==> src/hw/rtl/word_token_classifier_defines.svh <==
// Assertion macros shared by the word token classifier modules.
`ifndef WORD_TOKEN_CLASSIFIER_DEFINES_SVH
`define WORD_TOKEN_CLASSIFIER_DEFINES_SVH

`ifndef SYNTH

// Same-cycle implication, checked at every rising edge outside reset.
`define WTC_ASSERT_IMP(label, clk, rst_n, ante, cons) \
    label: assert property (@(posedge clk) disable iff (!rst_n) (ante) |-> (cons)) \
        else $error("same-cycle check failed");

// Next-cycle implication, checked at every rising edge outside reset.
`define WTC_ASSERT_NXT(label, clk, rst_n, ante, cons) \
    label: assert property (@(posedge clk) disable iff (!rst_n) (ante) |=> (cons)) \
        else $error("next-cycle check failed");

`else

`define WTC_ASSERT_IMP(label, clk, rst_n, ante, cons)
`define WTC_ASSERT_NXT(label, clk, rst_n, ante, cons)

`endif

`endif

==> src/hw/rtl/wtc_pkg.sv <==
// Shared types, keyword tables and helper functions of the word token classifier.
package wtc_pkg;

    localparam int NUM_KW     = 16;
    localparam int KW_SLOTS   = 8;
    localparam int KW_MAXLEN  = 6;
    localparam int QUEUE_DEPTH = 4;
    localparam int QUEUE_AW   = 2;

    typedef enum logic [3:0] {
        TC_TYPE       = 4'd0,
        TC_LOGICAL    = 4'd1,
        TC_COMPARISON = 4'd2,
        TC_IF         = 4'd3,
        TC_ELSE       = 4'd4,
        TC_NUMBER     = 4'd5,
        TC_IDENT      = 4'd6,
        TC_LITERAL    = 4'd7,
        TC_UNKNOWN    = 4'd8
    } t_token_class;

    typedef enum logic [3:0] {
        NS_START   = 4'd0,
        NS_MINUS   = 4'd1,
        NS_INT     = 4'd2,
        NS_DOT     = 4'd3,
        NS_FRAC    = 4'd4,
        NS_EXP     = 4'd5,
        NS_EXPSIGN = 4'd6,
        NS_EXPDIG  = 4'd7,
        NS_DEAD    = 4'd8
    } t_num_state;

    // What the front learned about one finished word.
    typedef struct packed {
        logic [NUM_KW-1:0] kw_hit;
        logic              num_ok;
        logic [7:0]        first_byte;
        logic [7:0]        last_byte;
        logic [15:0]       length;
    } t_word_summary;

    // Keyword spellings, zero padded to eight slots.
    localparam logic [7:0] KW_TEXT [NUM_KW][KW_SLOTS] = '{
        '{8'h69, 8'h6E, 8'h74, 8'h00, 8'h00, 8'h00, 8'h00, 8'h00}, // int
        '{8'h66, 8'h6C, 8'h6F, 8'h61, 8'h74, 8'h00, 8'h00, 8'h00}, // float
        '{8'h64, 8'h6F, 8'h75, 8'h62, 8'h6C, 8'h65, 8'h00, 8'h00}, // double
        '{8'h63, 8'h68, 8'h61, 8'h72, 8'h00, 8'h00, 8'h00, 8'h00}, // char
        '{8'h73, 8'h74, 8'h72, 8'h69, 8'h6E, 8'h67, 8'h00, 8'h00}, // string
        '{8'h62, 8'h6F, 8'h6F, 8'h6C, 8'h00, 8'h00, 8'h00, 8'h00}, // bool
        '{8'h26, 8'h26, 8'h00, 8'h00, 8'h00, 8'h00, 8'h00, 8'h00}, // &&
        '{8'h7C, 8'h7C, 8'h00, 8'h00, 8'h00, 8'h00, 8'h00, 8'h00}, // ||
        '{8'h3C, 8'h00, 8'h00, 8'h00, 8'h00, 8'h00, 8'h00, 8'h00}, // <
        '{8'h3E, 8'h00, 8'h00, 8'h00, 8'h00, 8'h00, 8'h00, 8'h00}, // >
        '{8'h3C, 8'h3D, 8'h00, 8'h00, 8'h00, 8'h00, 8'h00, 8'h00}, // <=
        '{8'h3E, 8'h3D, 8'h00, 8'h00, 8'h00, 8'h00, 8'h00, 8'h00}, // >=
        '{8'h3D, 8'h3D, 8'h00, 8'h00, 8'h00, 8'h00, 8'h00, 8'h00}, // ==
        '{8'h21, 8'h3D, 8'h00, 8'h00, 8'h00, 8'h00, 8'h00, 8'h00}, // !=
        '{8'h69, 8'h66, 8'h00, 8'h00, 8'h00, 8'h00, 8'h00, 8'h00}, // if
        '{8'h65, 8'h6C, 8'h73, 8'h65, 8'h00, 8'h00, 8'h00, 8'h00}  // else
    };

    localparam logic [2:0] KW_LEN [NUM_KW] = '{
        3'd3, 3'd5, 3'd6, 3'd4, 3'd6, 3'd4, 3'd2, 3'd2,
        3'd1, 3'd1, 3'd2, 3'd2, 3'd2, 3'd2, 3'd2, 3'd4
    };

    localparam t_token_class KW_CLASS [NUM_KW] = '{
        TC_TYPE, TC_TYPE, TC_TYPE, TC_TYPE, TC_TYPE, TC_TYPE,
        TC_LOGICAL, TC_LOGICAL,
        TC_COMPARISON, TC_COMPARISON, TC_COMPARISON,
        TC_COMPARISON, TC_COMPARISON, TC_COMPARISON,
        TC_IF, TC_ELSE
    };

    function automatic logic is_space(input logic [7:0] b);
        return (b == 8'h20) || (b >= 8'h09 && b <= 8'h0D);
    endfunction

    function automatic logic is_digit(input logic [7:0] b);
        return (b >= 8'h30) && (b <= 8'h39);
    endfunction

    // One step of the signed decimal number recognizer.
    function automatic t_num_state num_next(input t_num_state s, input logic [7:0] b);
        logic       d;
        logic       e;
        t_num_state n;
        d = is_digit(b);
        e = (b == 8'h65) || (b == 8'h45);
        case (s)
            NS_START:   n = (b == 8'h2D) ? NS_MINUS : (d ? NS_INT : NS_DEAD);
            NS_MINUS:   n = d ? NS_INT : NS_DEAD;
            NS_INT:     n = d ? NS_INT : ((b == 8'h2E) ? NS_DOT : (e ? NS_EXP : NS_DEAD));
            NS_DOT:     n = d ? NS_FRAC : NS_DEAD;
            NS_FRAC:    n = d ? NS_FRAC : (e ? NS_EXP : NS_DEAD);
            NS_EXP:     n = (b == 8'h2B || b == 8'h2D) ? NS_EXPSIGN
                            : (d ? NS_EXPDIG : NS_DEAD);
            NS_EXPSIGN: n = d ? NS_EXPDIG : NS_DEAD;
            NS_EXPDIG:  n = d ? NS_EXPDIG : NS_DEAD;
            default:    n = NS_DEAD;
        endcase
        return n;
    endfunction

endpackage

==> src/hw/rtl/wtc_front.sv <==
// Front end: per-byte word tracking, keyword and number automata, word summaries.
`include "word_token_classifier_defines.svh"

module wtc_front #(
    parameter int LENGTH_BITS = 16
) (
    input  logic                   i_clk,
    input  logic                   i_rst_n,
    input  logic                   i_accept,
    input  logic [7:0]             i_text_byte,
    input  logic                   i_end_of_text,
    output logic                   o_push,
    output wtc_pkg::t_word_summary o_summary
);

    localparam int LW = (LENGTH_BITS > 16) ? LENGTH_BITS : 16;

    logic                         r_inside, n_inside;
    logic [LENGTH_BITS-1:0]       r_len, n_len;
    logic [wtc_pkg::NUM_KW-1:0]   r_kw, n_kw;
    wtc_pkg::t_num_state          r_num, n_num;
    logic [7:0]                   r_open, n_open;
    logic [7:0]                   r_close, n_close;

    logic           word_end;
    logic           len_small;
    logic [2:0]     idx;
    logic [LW-1:0]  len_ext;

    assign word_end  = i_end_of_text || wtc_pkg::is_space(i_text_byte);
    assign len_small = r_len < LENGTH_BITS'(wtc_pkg::KW_MAXLEN);
    assign idx       = r_len[2:0];
    assign len_ext   = LW'(r_len);

    assign o_push = i_accept && word_end && r_inside;

    always_comb begin
        for (int k = 0; k < wtc_pkg::NUM_KW; k++) begin
            o_summary.kw_hit[k] = r_kw[k] && (r_len == LENGTH_BITS'(wtc_pkg::KW_LEN[k]));
        end
        o_summary.num_ok = (r_num == wtc_pkg::NS_INT) || (r_num == wtc_pkg::NS_FRAC) ||
                           (r_num == wtc_pkg::NS_EXPDIG);
        o_summary.first_byte = r_open;
        o_summary.last_byte  = r_close;
        o_summary.length     = (len_ext > LW'(16'hFFFF)) ? 16'hFFFF : len_ext[15:0];
    end

    always_comb begin
        n_inside = r_inside;
        n_len    = r_len;
        n_kw     = r_kw;
        n_num    = r_num;
        n_open   = r_open;
        n_close  = r_close;
        if (i_accept) begin
            if (word_end) begin
                n_inside = 1'b0;
                n_len    = '0;
                n_kw     = '1;
                n_num    = wtc_pkg::NS_START;
                n_open   = 8'h00;
                n_close  = 8'h00;
            end else begin
                n_inside = 1'b1;
                n_open   = r_inside ? r_open : i_text_byte;
                n_close  = i_text_byte;
                for (int k = 0; k < wtc_pkg::NUM_KW; k++) begin
                    n_kw[k] = r_kw[k] && len_small && (idx < wtc_pkg::KW_LEN[k]) &&
                              (wtc_pkg::KW_TEXT[k][idx] == i_text_byte);
                end
                n_num = wtc_pkg::num_next(r_num, i_text_byte);
                if (r_len != '1) begin
                    n_len = r_len + 1'b1;
                end
            end
        end
    end

    always_ff @(posedge i_clk) begin
        if (!i_rst_n) begin
            r_inside <= 1'b0;
            r_len    <= '0;
            r_kw     <= '1;
            r_num    <= wtc_pkg::NS_START;
            r_open   <= 8'h00;
            r_close  <= 8'h00;
        end else begin
            r_inside <= n_inside;
            r_len    <= n_len;
            r_kw     <= n_kw;
            r_num    <= n_num;
            r_open   <= n_open;
            r_close  <= n_close;
        end
    end

    // A summary only leaves for a word that has at least one byte.
    `WTC_ASSERT_IMP(a_push_inside, i_clk, i_rst_n, o_push, r_inside && (r_len != '0))
    // A word byte always leaves the tracker inside a word.
    `WTC_ASSERT_NXT(a_byte_enters, i_clk, i_rst_n, i_accept && !word_end, r_inside)

endmodule

==> src/hw/rtl/wtc_fifo.sv <==
// Short queue of word summaries between the front and the back.
`include "word_token_classifier_defines.svh"

module wtc_fifo (
    input  logic                   i_clk,
    input  logic                   i_rst_n,
    input  logic                   i_push,
    input  wtc_pkg::t_word_summary i_data,
    output logic                   o_full,
    input  logic                   i_pop,
    output wtc_pkg::t_word_summary o_data,
    output logic                   o_empty
);

    localparam logic [wtc_pkg::QUEUE_AW:0] DEPTH =
        (wtc_pkg::QUEUE_AW + 1)'(wtc_pkg::QUEUE_DEPTH);

    wtc_pkg::t_word_summary         r_mem [wtc_pkg::QUEUE_DEPTH];
    logic [wtc_pkg::QUEUE_AW-1:0]   r_wr, n_wr;
    logic [wtc_pkg::QUEUE_AW-1:0]   r_rd, n_rd;
    logic [wtc_pkg::QUEUE_AW:0]     r_count, n_count;

    logic do_push;
    logic do_pop;

    assign o_full  = r_count == DEPTH;
    assign o_empty = r_count == '0;
    assign o_data  = r_mem[r_rd];
    assign do_push = i_push && !o_full;
    assign do_pop  = i_pop && !o_empty;

    always_comb begin
        n_wr    = do_push ? r_wr + 1'b1 : r_wr;
        n_rd    = do_pop ? r_rd + 1'b1 : r_rd;
        n_count = r_count;
        if (do_push && !do_pop) begin
            n_count = r_count + 1'b1;
        end else if (!do_push && do_pop) begin
            n_count = r_count - 1'b1;
        end
    end

    always_ff @(posedge i_clk) begin
        if (do_push) begin
            r_mem[r_wr] <= i_data;
        end
    end

    always_ff @(posedge i_clk) begin
        if (!i_rst_n) begin
            r_wr    <= '0;
            r_rd    <= '0;
            r_count <= '0;
        end else begin
            r_wr    <= n_wr;
            r_rd    <= n_rd;
            r_count <= n_count;
        end
    end

    `WTC_ASSERT_IMP(a_count_bound, i_clk, i_rst_n, 1'b1, r_count <= DEPTH)
    // The front must never offer a summary while the queue is full.
    `WTC_ASSERT_IMP(a_no_overflow, i_clk, i_rst_n, o_full, !i_push)

endmodule

==> src/hw/rtl/wtc_back.sv <==
// Back end: priority classification of word summaries into a result register.
`include "word_token_classifier_defines.svh"

module wtc_back (
    input  logic                   i_clk,
    input  logic                   i_rst_n,
    input  wtc_pkg::t_word_summary i_summary,
    input  logic                   i_q_empty,
    output logic                   o_q_pop,
    input  logic                   i_pop,
    output logic                   o_empty,
    output wtc_pkg::t_token_class  o_token_class,
    output logic [15:0]            o_word_length
);

    logic                   r_valid, n_valid;
    wtc_pkg::t_token_class  r_class;
    logic [15:0]            r_len;

    wtc_pkg::t_token_class  cls;
    logic                   kw_any;
    logic                   take;
    logic [7:0]             f;

    assign f = i_summary.first_byte;

    always_comb begin
        cls    = wtc_pkg::TC_UNKNOWN;
        kw_any = |i_summary.kw_hit;
        if (i_summary.first_byte == 8'h22 && i_summary.last_byte == 8'h22) begin
            cls = wtc_pkg::TC_LITERAL;
        end
        if ((f >= 8'h41 && f <= 8'h5A) || (f >= 8'h61 && f <= 8'h7A) || f == 8'h5F) begin
            cls = wtc_pkg::TC_IDENT;
        end
        if (i_summary.num_ok) begin
            cls = wtc_pkg::TC_NUMBER;
        end
        // Lowest keyword index wins, so scan from the top down.
        if (kw_any) begin
            for (int k = wtc_pkg::NUM_KW - 1; k >= 0; k--) begin
                if (i_summary.kw_hit[k]) begin
                    cls = wtc_pkg::KW_CLASS[k];
                end
            end
        end
    end

    assign take    = !i_q_empty && (!r_valid || i_pop);
    assign o_q_pop = take;
    assign n_valid = take ? 1'b1 : (i_pop ? 1'b0 : r_valid);

    assign o_empty       = !r_valid;
    assign o_token_class = r_class;
    assign o_word_length = r_len;

    always_ff @(posedge i_clk) begin
        if (take) begin
            r_class <= cls;
            r_len   <= i_summary.length;
        end
    end

    always_ff @(posedge i_clk) begin
        if (!i_rst_n) begin
            r_valid <= 1'b0;
        end else begin
            r_valid <= n_valid;
        end
    end

    // A waiting summary always fills an empty result register by the next edge.
    `WTC_ASSERT_NXT(a_fill_output, i_clk, i_rst_n, !i_q_empty && !r_valid, r_valid)

endmodule

==> src/hw/rtl/word_token_classifier.sv <==
// Top level of the word token classifier: front, summary queue and back.
//
//  channel   direction  handshake            payload
//  -------   ---------  ---------            -------
//  text      in         push / full          i_text_byte, i_end_of_text
//  result    out        empty / pop          o_token_class, o_word_length
//
// One text beat is taken in every cycle in which push is high and full is low; the automata
// advance a byte a cycle. The edge that takes a word-ending beat writes its summary into the
// four-entry queue; the result register takes it from the queue head once it is empty or popped.
// Reset is synchronous and active low and clears the word tracker, the queue pointers and the
// result valid flag. full rises only while the result waits on pop and four words are queued;
// it holds back every text beat, since the beat that ends a word is not known in advance.
module word_token_classifier #(
    parameter int LENGTH_BITS = 16
) (
    input  logic        i_clk,
    input  logic        i_rst_n,
    input  logic        push,
    output logic        full,
    input  logic [7:0]  i_text_byte,
    input  logic        i_end_of_text,
    input  logic        pop,
    output logic        empty,
    output logic [3:0]  o_token_class,
    output logic [15:0] o_word_length
);

    logic                   accept;
    logic                   sum_push;
    wtc_pkg::t_word_summary sum_in;
    wtc_pkg::t_word_summary sum_out;
    logic                   q_empty;
    logic                   q_pop;
    wtc_pkg::t_token_class  token_class;

    // A beat is taken whenever the queue has room, whether or not it ends a word.
    assign accept = push && !full;

    wtc_front #(
        .LENGTH_BITS (LENGTH_BITS)
    ) u_front (
        .i_clk         (i_clk),
        .i_rst_n       (i_rst_n),
        .i_accept      (accept),
        .i_text_byte   (i_text_byte),
        .i_end_of_text (i_end_of_text),
        .o_push        (sum_push),
        .o_summary     (sum_in)
    );

    wtc_fifo u_fifo (
        .i_clk   (i_clk),
        .i_rst_n (i_rst_n),
        .i_push  (sum_push),
        .i_data  (sum_in),
        .o_full  (full),
        .i_pop   (q_pop),
        .o_data  (sum_out),
        .o_empty (q_empty)
    );

    // The back classifies the oldest summary and holds the result until popped.
    wtc_back u_back (
        .i_clk         (i_clk),
        .i_rst_n       (i_rst_n),
        .i_summary     (sum_out),
        .i_q_empty     (q_empty),
        .o_q_pop       (q_pop),
        .i_pop         (pop),
        .o_empty       (empty),
        .o_token_class (token_class),
        .o_word_length (o_word_length)
    );

    assign o_token_class = token_class;

endmodule

==> config.mk <==
export PLATFORM = sky130hd
export DESIGN_NAME = word_token_classifier
export DESIGN_NICKNAME = d
export VERILOG_FILES = /design/src/hw/rtl/wtc_pkg.sv /design/src/hw/rtl/wtc_front.sv /design/src/hw/rtl/wtc_fifo.sv /design/src/hw/rtl/wtc_back.sv /design/src/hw/rtl/word_token_classifier.sv
export VERILOG_INCLUDE_DIRS = /design/src /design/src/hw/rtl
export SDC_FILE = /design/constraint.sdc
export NUM_CORES = 1
export LEC_CHECK = 0
export ABC_AREA = 0
export BUFFER_PORTS_ARGS = -buffer_cell sky130_fd_sc_hd__buf_2
export CORE_AREA = 2 2 174 176
export DETAILED_ROUTE_END_ITERATION = 10
export DIE_AREA = 0 0 176 178
export PLACE_DENSITY_LB_ADDON = 0.2
export SYNTH_ARGS = -nofsm -noshare
export SYNTH_HDL_FRONTEND = slang
export SYNTH_SLANG_ARGS = --single-unit
==> constraint.sdc <==
create_clock -name i_clk -period 6.7 [get_ports i_clk]
set_input_delay 0 -clock i_clk [delete_from_list [all_inputs] [get_ports i_clk]]
set_output_delay 0 -clock i_clk [all_outputs]
set_load 0.02 [all_outputs]
==> flow_metrics.env <==
export IMPL_die_w_microns=176
export IMPL_num_rows=63
export IMPL_rr_worst_depth=9
export IMPL_io_buffer_count=34
export IMPL_die_y_microns=178
export IMPL_syn_inst=833
export IMPL_post_route_min_period_ps=3170
export IMPL_avgSynthCellArea_sq_um=13.9
export IMPL_crit_chain="nor3b_1 -> and2b_1 -> and3_1 -> ha_1 -> inv_1 -> fa_1 -> xor2_1 -> or3_1 -> a21oi_1"
export IMPL_antenna_cells=0
export IMPL_routedWlPerCell_microns=20.2
export IMPL_synth_area_sq_um=11600
export IMPL_r2r_start="u_fifo.r_count[0]"
export IMPL_criticalPathCategory="reg -> reg"
export IMPL_htreeDepth=1
export IMPL_hold_start="i_text_byte[4]"
export IMPL_cts_sinks=279
export IMPL_setup_violations=0
export IMPL_clkTransAtPathRegs_ps=60
export IMPL_skew_ps=18.7
export IMPL_antenna_found_initial=1
export IMPL_ys_seq_elements=279
export IMPL_required_ps=7160
export IMPL_rsz0062_at_grt="no"
export IMPL_grt_pass1_wl_mm=40.3
export IMPL_hold_end="u_front.r_open[4]"
export IMPL_seq_area_frac_synth_pct=66.8
export IMPL_numCtsBuffers=28
export IMPL_cts_tree="done"
export IMPL_cellLeakagePower_nw=4.43
export IMPL_cts_resized_gates=0
export IMPL_synthToLayoutAreaGrowth_pct=12.9
export IMPL_vias=6911
export IMPL_final_common_cell="edfxtp_1"
export IMPL_slew_headroom_pct=28.1
export IMPL_ys_warn_count=0
export IMPL_met3_usage_pct=2.24
export IMPL_ant_nets=0
export IMPL_rrSetupSlack_ps=3530
export IMPL_use_met1_pct=25.6
export IMPL_r2r_end="u_fifo.r_count[2]"
export IMPL_critPathTopFamily="simple AND/OR/NAND/NOR gates"
export IMPL_hold_path_class="in -> reg"
export IMPL_layout_common_cells="edfxtp_1 (216), dfxtp_1 (61), nor2_1 (54)"
export IMPL_cpMaxStageDelayCell="and2b_1"
export IMPL_drtPass1Iterations=5
export IMPL_max_stage_delay_ps=830
export IMPL_hpwl_mm=16.3
export IMPL_fin_cells=1280
export IMPL_max_freq_mhz=315
export IMPL_drt_wl_total_mm=25.9
export IMPL_fin_crit_sh_pct=47.4
export IMPL_drtIter0Drc=662
export IMPL_synthFlopType="edfxtp_1"
export IMPL_layout_drive_gt1_share_pct=14.7
export IMPL_outcome="finished, final reports clean"
export IMPL_end_kind="flop"
export IMPL_core_area_sq_um=29400
export IMPL_postPlaceCellArea_sq_um=12100
export IMPL_grt_pass1_vias=6742
export IMPL_final_area_sq_um=13100
export IMPL_cts_path_max_buffers=3
export IMPL_yosysUniqueCellTypes=71
export IMPL_clock_latency_ps=550
export IMPL_gp_congestion=0.843
export IMPL_grt_ovfl_total=0
export IMPL_cts_root_buf="clkbuf_16"
export IMPL_grtUsageTotal_pct=16.8
export IMPL_nNetsFinal=895
export IMPL_busiest_layer="met1"
export IMPL_die_area_sq_um=31300
export IMPL_vdd_ir_drop_max_uv=347
export IMPL_final_core_util_pct=44.5
export IMPL_hold_depth=3
export IMPL_finalHoldViolCount=0
export IMPL_place_inst=1216
export IMPL_drc=0
export IMPL_critPathBufInv=1
export IMPL_setup_tns_ps=0
export IMPL_boundaryPins=35
export IMPL_crit_path_max_fanout=24
export IMPL_grt_max_degree=50
export IMPL_slew_violations=0
export IMPL_syn_nets=860
export IMPL_maxCapViolCount=0
export IMPL_power_density_nw_per_um2=327
export IMPL_vias_per_cell=5.40
export IMPL_initial_core_util_pct=39.4
export IMPL_met2_usage_pct=25.3
export IMPL_crit_arrival_ps=3630
export IMPL_worst_setup_path_start_kind="flop"
export IMPL_synth_async_reset_ratio_pct=0
export IMPL_synth_edf_count=216
export IMPL_worst_slew_pin_slew_ps=1080
## cells by family after synthesis
| kind of cell | share of synthesized area, % |
|---|---|
| DFF | 66.8 |
| and+or+nand+nor | 12.9 |
| AOI/OAI and AO/OA | 7.57 |
| buffers and inverters | 2.58 |
| xor gates and xnor gates | 2.64 |
| muxes | 5.96 |
| adders and majority gates | 1.58 |
## flip-flops by register name (all words and copies together), names as in the netlist, named ones only
| name | count |
|---|---|
| u_back.o_token_class | 4 |
| u_back.o_word_length | 16 |
| u_back.r_valid | 1 |
| u_fifo.r_count | 3 |
| u_fifo.r_mem | 196 |
| u_fifo.r_rd | 2 |
| u_fifo.r_wr | 2 |
| u_front.len_ext | 16 |
| u_front.r_close | 8 |
| u_front.r_inside | 1 |
| u_front.r_kw | 16 |
| u_front.r_num | 4 |
| u_front.r_open | 8 |
## worst register-to-register path: stages, from the launching register on
cell	delay (ps)
dfxtp_1	410
nor3b_1	100
and2b_1	830
and3_1	450
ha_1	250
inv_1	60
fa_1	370
xor2_1	180
or3_1	310
a21oi_1	140
## synthesized netlist by cell type (all sizes together) (3+ instances only)
master | instances | area [sq um]
o32ai | 3 | 26.3
nand3 | 22 | 110
nor2 | 55 | 209
nand2b | 8 | 50.1
o31ai | 6 | 45.0
a311oi | 3 | 26.3
and2 | 12 | 75.1
nor4b | 10 | 87.6
xor2 | 19 | 166
o211ai | 4 | 30.0
a21o | 4 | 30.0
and3 | 23 | 144
or4b | 6 | 60.1
nor2b | 12 | 75.1
mux2i | 6 | 60.1
xnor2 | 16 | 140
or4 | 9 | 67.6
ha | 13 | 163
nor4 | 20 | 125
edfxtp | 216 | 6490
nor3 | 17 | 85.1
nand4 | 9 | 71.3
a22oi | 11 | 82.6
buf | 17 | 88.8
or3 | 4 | 30.0
mux4 | 28 | 631
a21oi | 27 | 135
and4 | 3 | 26.3
a21boi | 11 | 82.6
o21ai | 31 | 166
clkbuf | 33 | 124
a211oi | 4 | 30.0
dfxtp | 63 | 1260
a31oi | 12 | 75.1
nand2 | 49 | 191
inv | 23 | 86.3
## layout make-up
class                      count  area, sq um
timing repair buffer          55          358
multi-input combinational    481         3560
clock buffer                  38          738
inverter                      23         86.3
tap                          390          488
sequential                   279         7750
fill                        2671        16300
clock inverter                14          105
## metal layers
metal,part of all wire [%],routed length (microns),up-vias
li1,-,-,3257
met5,0,0,-
met4,2.2,579,0
met3,4.6,1190,38
met1,49,12800,3429
met2,44,11300,187
## metrics by stage
step | power (mW) | setup slack [ps] | hold slack, ps
floorplan | 2.63 | 3310 | 220
global placement | 2.87 | 3540 | 331
detailed placement | 2.87 | 3520 | 342
CTS | 4.33 | 3520 | 11.0
global route | 4.47 | 3370 | 60.0
finish | 4.28 | 3530 | 35.3
## power by group
part | leakage (nW) | switching [mW] | internal [mW]
logic | 1.45 | 0.486 | 0.280
clock network | 0.416 | 0.635 | 0.812
registers | 2.56 | 0.0550 | 2.01
total | 4.43 | 1.18 | 3.10
## repair_timing
action | CTS | global route
endpoints found under the hold margin | 24 | 0
setup buffers | 0 | 0
hold buffers | 12 | 0
## worst max-delay path by stage
| stage | startpoint | to | cells past startpoint |
|---|---|---|---|
| CTS | u_fifo.r_count[0] | u_fifo.r_count[2] | 9 |
| floorplan | u_fifo.r_count[0] | u_fifo.r_count[2] | 9 |
| detailed placement | i_text_byte[4] | u_fifo.r_count[2] | 11 |
| global placement | i_text_byte[4] | u_fifo.r_count[2] | 11 |
| finish | u_fifo.r_count[0] | u_fifo.r_count[2] | 9 |
| global route | u_fifo.r_count[0] | u_fifo.r_count[2] | 9 |
No activity file was read; power rests on OpenSTA's default activity.
